`src/rtl/core/euler_to_quaternion_macros.svh`:
```
// assertion helpers shared by the block
`ifndef EULER_TO_QUATERNION_MACROS_SVH
`define EULER_TO_QUATERNION_MACROS_SVH

// implication checked at every edge outside reset
`define E2Q_ASSERT_IMP(label, ante, cons) \
  label: assert property (@(posedge clk) disable iff (rst) (ante) |-> (cons)) \
    else $error("e2q check failed");

// implication whose consequent is checked in the following cycle
`define E2Q_ASSERT_NEXT(label, ante, cons) \
  label: assert property (@(posedge clk) disable iff (rst) (ante) |=> (cons)) \
    else $error("e2q check failed");

`endif

```
`src/rtl/core/e2q_pkg.sv`:
```
package e2q_pkg;

  localparam int AngW = 20;
  localparam int QW = 16;
  localparam int CordicSteps = 16;
  localparam int AtanEntries = 24;
  localparam int NSteps = (CordicSteps > AtanEntries) ? AtanEntries : CordicSteps;
  localparam int XW = 34;
  localparam int ZW = 33;
  localparam int PW = 64;
  localparam int MulLat = 3;
  localparam int Latency = 1 + NSteps + MulLat;

  localparam logic signed [ZW-1:0] AngPi = 33'sd843314857;
  localparam logic signed [ZW-1:0] AngTwoPi = 33'sd1686629713;
  localparam logic signed [ZW-1:0] AngHalfPi = 33'sd421657428;
  localparam logic signed [XW-1:0] GainQ30 = 34'sd652032874;
  localparam logic signed [QW-1:0] QMax = 16'sd16384;

  typedef logic [4:0] step_idx_t;

  typedef struct packed {
    logic signed [XW-1:0] x;
    logic signed [XW-1:0] y;
    logic signed [ZW-1:0] z;
    logic neg;
  } rot_t;

  typedef struct packed {
    rot_t roll;
    rot_t pitch;
    rot_t yaw;
  } rot3_t;

  function automatic logic signed [ZW-1:0] atan_q28(input step_idx_t i);
    logic signed [ZW-1:0] r;
    case (i)
      5'd0: r = 33'sd210828714;
      5'd1: r = 33'sd124459457;
      5'd2: r = 33'sd65760959;
      5'd3: r = 33'sd33381290;
      5'd4: r = 33'sd16755422;
      5'd5: r = 33'sd8385879;
      5'd6: r = 33'sd4193963;
      5'd7: r = 33'sd2097109;
      5'd8: r = 33'sd1048571;
      5'd9: r = 33'sd524287;
      default: r = (i < 5'd24) ? (ZW'(33'sd1) <<< (5'd28 - i)) : '0;
    endcase
    return r;
  endfunction

endpackage

```
`src/rtl/core/e2q_reduce.sv`:
```
module e2q_reduce import e2q_pkg::*; (
  input  logic signed [AngW-1:0] angle,
  output rot_t                   rot
);
  logic signed [ZW-1:0] z0, z1, z2;

  function automatic logic signed [ZW-1:0] wrap(input logic signed [ZW-1:0] z);
    logic signed [ZW-1:0] r;
    if (z > AngPi) r = z - AngTwoPi;
    else if (z < -AngPi) r = z + AngTwoPi;
    else r = z;
    return r;
  endfunction

  always_comb begin
    z0 = {{(ZW-AngW-12){angle[AngW-1]}}, angle, 12'd0};
    z1 = wrap(wrap(z0));
    rot.x = GainQ30;
    rot.y = '0;
    if (z1 > AngHalfPi) begin
      z2 = z1 - AngPi;
      rot.neg = 1'b1;
    end else if (z1 < -AngHalfPi) begin
      z2 = z1 + AngPi;
      rot.neg = 1'b1;
    end else begin
      z2 = z1;
      rot.neg = 1'b0;
    end
    rot.z = z2;
  end
endmodule

```
`config.mk`:
```
export PLATFORM = sky130hd
export DESIGN_NAME = e2q_reduce
export DESIGN_NICKNAME = d
export VERILOG_FILES = /design/src/rtl/core/euler_to_quaternion_macros.svh /design/src/rtl/core/e2q_pkg.sv /design/src/rtl/core/e2q_reduce.sv
export SDC_FILE = /design/constraint.sdc
export NUM_CORES = 1
export LEC_CHECK = 0
export BUFFER_PORTS_ARGS = -buffer_cell sky130_fd_sc_hd__buf_2
export CORE_MARGIN = 10
export CORE_UTILIZATION = 40
export DETAILED_ROUTE_END_ITERATION = 7
export GPL_TIMING_DRIVEN = 0
export PLACE_DENSITY = 0.74
export SKIP_LAST_GASP = 1
export SLEW_MARGIN = 15
export SYNTH_ARGS = -nofsm -noshare
export SYNTH_HDL_FRONTEND = slang
export SYNTH_SLANG_ARGS = --single-unit
```
`constraint.sdc`:
```
create_clock -name vclk -period 13.9
set_input_delay 0 -clock vclk [all_inputs]
set_output_delay 0 -clock vclk [all_outputs]
set_load 0.1 [all_outputs]
```
# --- Yosys cells after proc, flatten, opt, wreduce, memory -nomap -nowiden ---
# Cells that the tools add are included.
classes:
  mux: 8
  order_cmp: 6
  add_sub_neg: 6
ops:
  columns: ["cell", "n"]
  rows:
  - ["33-bit 2-to-1 mux", 6]
  - ["32-bit by 32-bit adder with 33-bit output, second input constant", 1]
  - ["33-bit by 31-bit adder with 33-bit output, second input constant", 1]
  - ["33-bit by 32-bit adder with 33-bit output, second input constant", 1]
  - ["33-bit by 30-bit > comparator with 1-bit output, second input constant", 1]
  - ["33-bit by 31-bit > comparator with 1-bit output, second input constant", 1]
  - ["33-bit by 30-bit < comparator with 1-bit output, second input constant", 1]
  - ["33-bit by 31-bit < comparator with 1-bit output, second input constant", 1]
  - ["32-bit by 32-bit subtractor with 33-bit output, second input constant", 1]
  - ["33-bit by 31-bit subtractor with 33-bit output, second input constant", 1]
  - ["33-bit by 32-bit subtractor with 33-bit output, second input constant", 1]
  - ["32-bit by 31-bit > comparator with 1-bit output, second input constant", 1]
  - ["32-bit by 31-bit < comparator with 1-bit output, second input constant", 1]
  - ["1-bit 2-to-1 mux", 2]
word_totals:
  output_inout_bits: 102
  register_bits: 0
  elab_cells: 20

# --- Depth between registers and ports, before layout ---
depth:
  ltp_word: 9
  mapped_depth: 23
  mapped_depth_nobuf: 19

# --- Worst setup path before layout ---
# Ideal clock, no wire load.
synth_path:
  path_kind: "input port to output port"
  startpoint: "input port angle[10]"
  endpoint: "output port rot[7] in the netlist's numbering"
  arrival_time_ns: 6.916
  path_buffers: 3
  path_stages: 21
  setup_slack_ns: 6.984
  cell_sequence: "clkbuf_1 nand2_1 o211ai_2 nand2_2 inv_1 ha_1 inv_1 ha_1 inv_1 or4_4 a32o_1 buf_6 or3_1 and3_4 or4_4 nor4_1 a41oi_1 nand2_1 buf_2 a31oi_1 o21ai_0"
synth_lines:
  columns: ["element", "line", "source"]
  rows:
  - ["start, declared", "e2q_reduce.sv:2", "input logic signed [AngW-1:0] angle,"]
  - ["end, declared", "e2q_reduce.sv:3", "output rot_t rot"]

==> flow_summary.toml <==
[run_status]
status = "finished clean"

[timing]
hold_viol = 0
fin_crit_sh_pct = 49.70
relSlewSlack_pct = 43.81
tightestPinTransition_ns = 0.8408
hold_ws_ns = 0.9451
setup_viol = 0
max_freq_mhz = 144.8
period_minus_slack_ns = 6.908
rsz0062_at_grt = "false"
tns_ns = 0
maxSlewViolCount = 0

[global_routing]
grt_pass1_wl_mm = 22.40
antenna_found_initial = 0
grt_overflow_total = 0
grt_usage_pct = 17.29
grt_max_degree = 13
grt_pass1_vias = 4426

[cells_and_area]
regArea_um2 = 0
multiInputGateArea_mm2 = 0.003643
final_cell_mix = "buf_4 (70), conb_1 (68), buf_2 (56), nand2_1 (47), nor2_1 (37)"
syn_to_final_growth_pct = 15.67
layout-drive-gt1-share_pct = 23.59
antennaDiodeCount = 0
finalInstanceArea_mm2 = 0.004785
nClkBuffers = 0
final_common_cell = "buf_4"
fillers = 1151
finish.utilization_pct = 46.98
numSequentialCells = 0
final_nets = 748

[hold_path]
min_path_type = "input port to output port"
hold_end = "rot[29]"
hold_depth = 6
min_from = "angle[16]"

[yosys]
syn_area_mm2 = 0.004136
synthTopCellsByArea = "buf_4 (13%), xnor2_1 (7.0%), ha_1 (5.4%)"
yosys_warnings = 0
yosysTopAreaCellShare_pct = 12.70
yosysUniqueCellTypes = 94
postSynthCellCount = 596
yosysSeqAreaShare_pct = 0
yosysTopAreaCell = "buf_4"
synth_area_per_cell_um2 = 6.940

[flow_run]
cap_violations = 0

[clock_network]
cts_resized = 0
cts_setup_buffers = 0
postCtsHoldBufs = 0

[power]
max-vdd-ir-drop_v = 0.0001892
p_total_uw = 855.4
power_density_mw_per_mm2 = 178.8
cellLeakagePower_uw = 0.002055

[worst_setup_path]
crit_fanout = 10
max_stage_delay_ns = 0.66
critPathCaptureType = "output port"
path_cells = "clkbuf_1 -> nand2_1 -> o211ai_2 -> nand2_2 -> inv_1 -> ha_1 -> inv_1 -> ha_1 -> inv_1 -> or4_4 -> a32oi_1 -> nand4_1 -> and3_1 -> or4_4 -> nor4_1 -> a41oi_1 -> nand2_1 -> buf_2 -> a31oi_1 -> o21ai_0 -> buf_2"
crit_type = "input port to output port"
crit_buf_inv = 6
arrival_ns = 6.91
startpoint = "angle[10]"
cp_data_required_time_ns = 13.90
crit_family = "simple AND/OR/NAND/NOR gates"
startpoint_type = "input port"
critPathMostFrequentCell = "inv_1"
cpMaxStageDelayCell = "a32oi_1"

[floorplan]
die_y_um = 121.7
start_util_pct = 40.61
io_pins = 122
die_area_mm2 = 0.01481
die_x_um = 121.7
rows = 37
core_mm2 = 0.01018

[route]
drcViolationCount = 0
initialDrtViolationCount = 346
detail_route.wl_per_cell_um = 16.57
routed_wirelength_mm = 13.99
dr.pass1.iters = 5
vias_per_cell = 5.786
vias = 4883
ant_nets = 0

[placed_design]
placed_cell_area_mm2 = 0.004785
routabilityCongestion = 0.9708
numPortBuffers = 46
dpl.hpwl_mm = 11.58
## report_power, final
group          switching (uW)  internal, uW
Sequential                  0             0
Clock                       0             0
Combinational             691           164
## Yosys cell counts (4+ instances only)
cell type	count
a211oi_1	10
a21o_1	8
a21oi_1	30
a311o_1	4
a31oi_1	11
a32o_1	4
and2_1	8
and3_1	12
and4_1	4
buf_2	10
buf_4	70
buf_6	4
clkbuf_1	14
ha_1	18
inv_1	16
nand2_1	47
nand3_1	19
nand4_1	9
nor2_1	37
nor3_1	20
nor4_1	8
o2111ai_1	4
o211ai_1	13
o21a_1	6
o21ai_0	30
o21bai_1	4
o221ai_1	4
o22ai_2	5
o31a_1	5
o31ai_1	4
o41ai_1	4
or2_2	4
or3_1	7
or4_1	9
xnor2_1	33
xor2_1	10
## through the flow
step / instances / setup WS (ns)
final: 844 / 6.992
after global routing: 844 / 6.540
after CTS: 844 / 7.087
after detailed placement: 844 / 7.097
after global placement: 844 / 7.116
after floorplan: 662 / 6.984
## area by class of cell
cell class | instances | area share [%]
tap | 136 | 3.556
inverter | 17 | 1.334
buffer | 99 | 14.15
timing repair buffer | 46 | 4.812
multi-input combinational | 546 | 76.15
## worst max-delay path by stage
stage                     cells after the start      to
after floorplan                              21  rot[7]
final                                        21  rot[9]
after global routing                         21  rot[9]
after detailed placement                     21  rot[9]
after CTS                                    21  rot[9]
after global placement                       21  rot[7]
## cells by family (layout without fill, tap and decap cells)
group	count (synthesis)	in the layout	share of synthesized area (%)
buffers and inverters	116	162	17.91
AOI/OAI and AO/OA	209	209	39.50
xor gates and xnor gates	44	44	9.498
other	2	68	0.1816
adders and majority gates	18	18	5.445
and+or+nand+nor	206	206	27.22
muxes	1	1	0.2420
## metal layers
layer	global-route usage, %	share of wire (%)
met4	3.800	1.5
met3	2.498	9.0
met2	28.42	46
met5	0	0
met1	23.33	43
(Power assumes the default switching activity.)
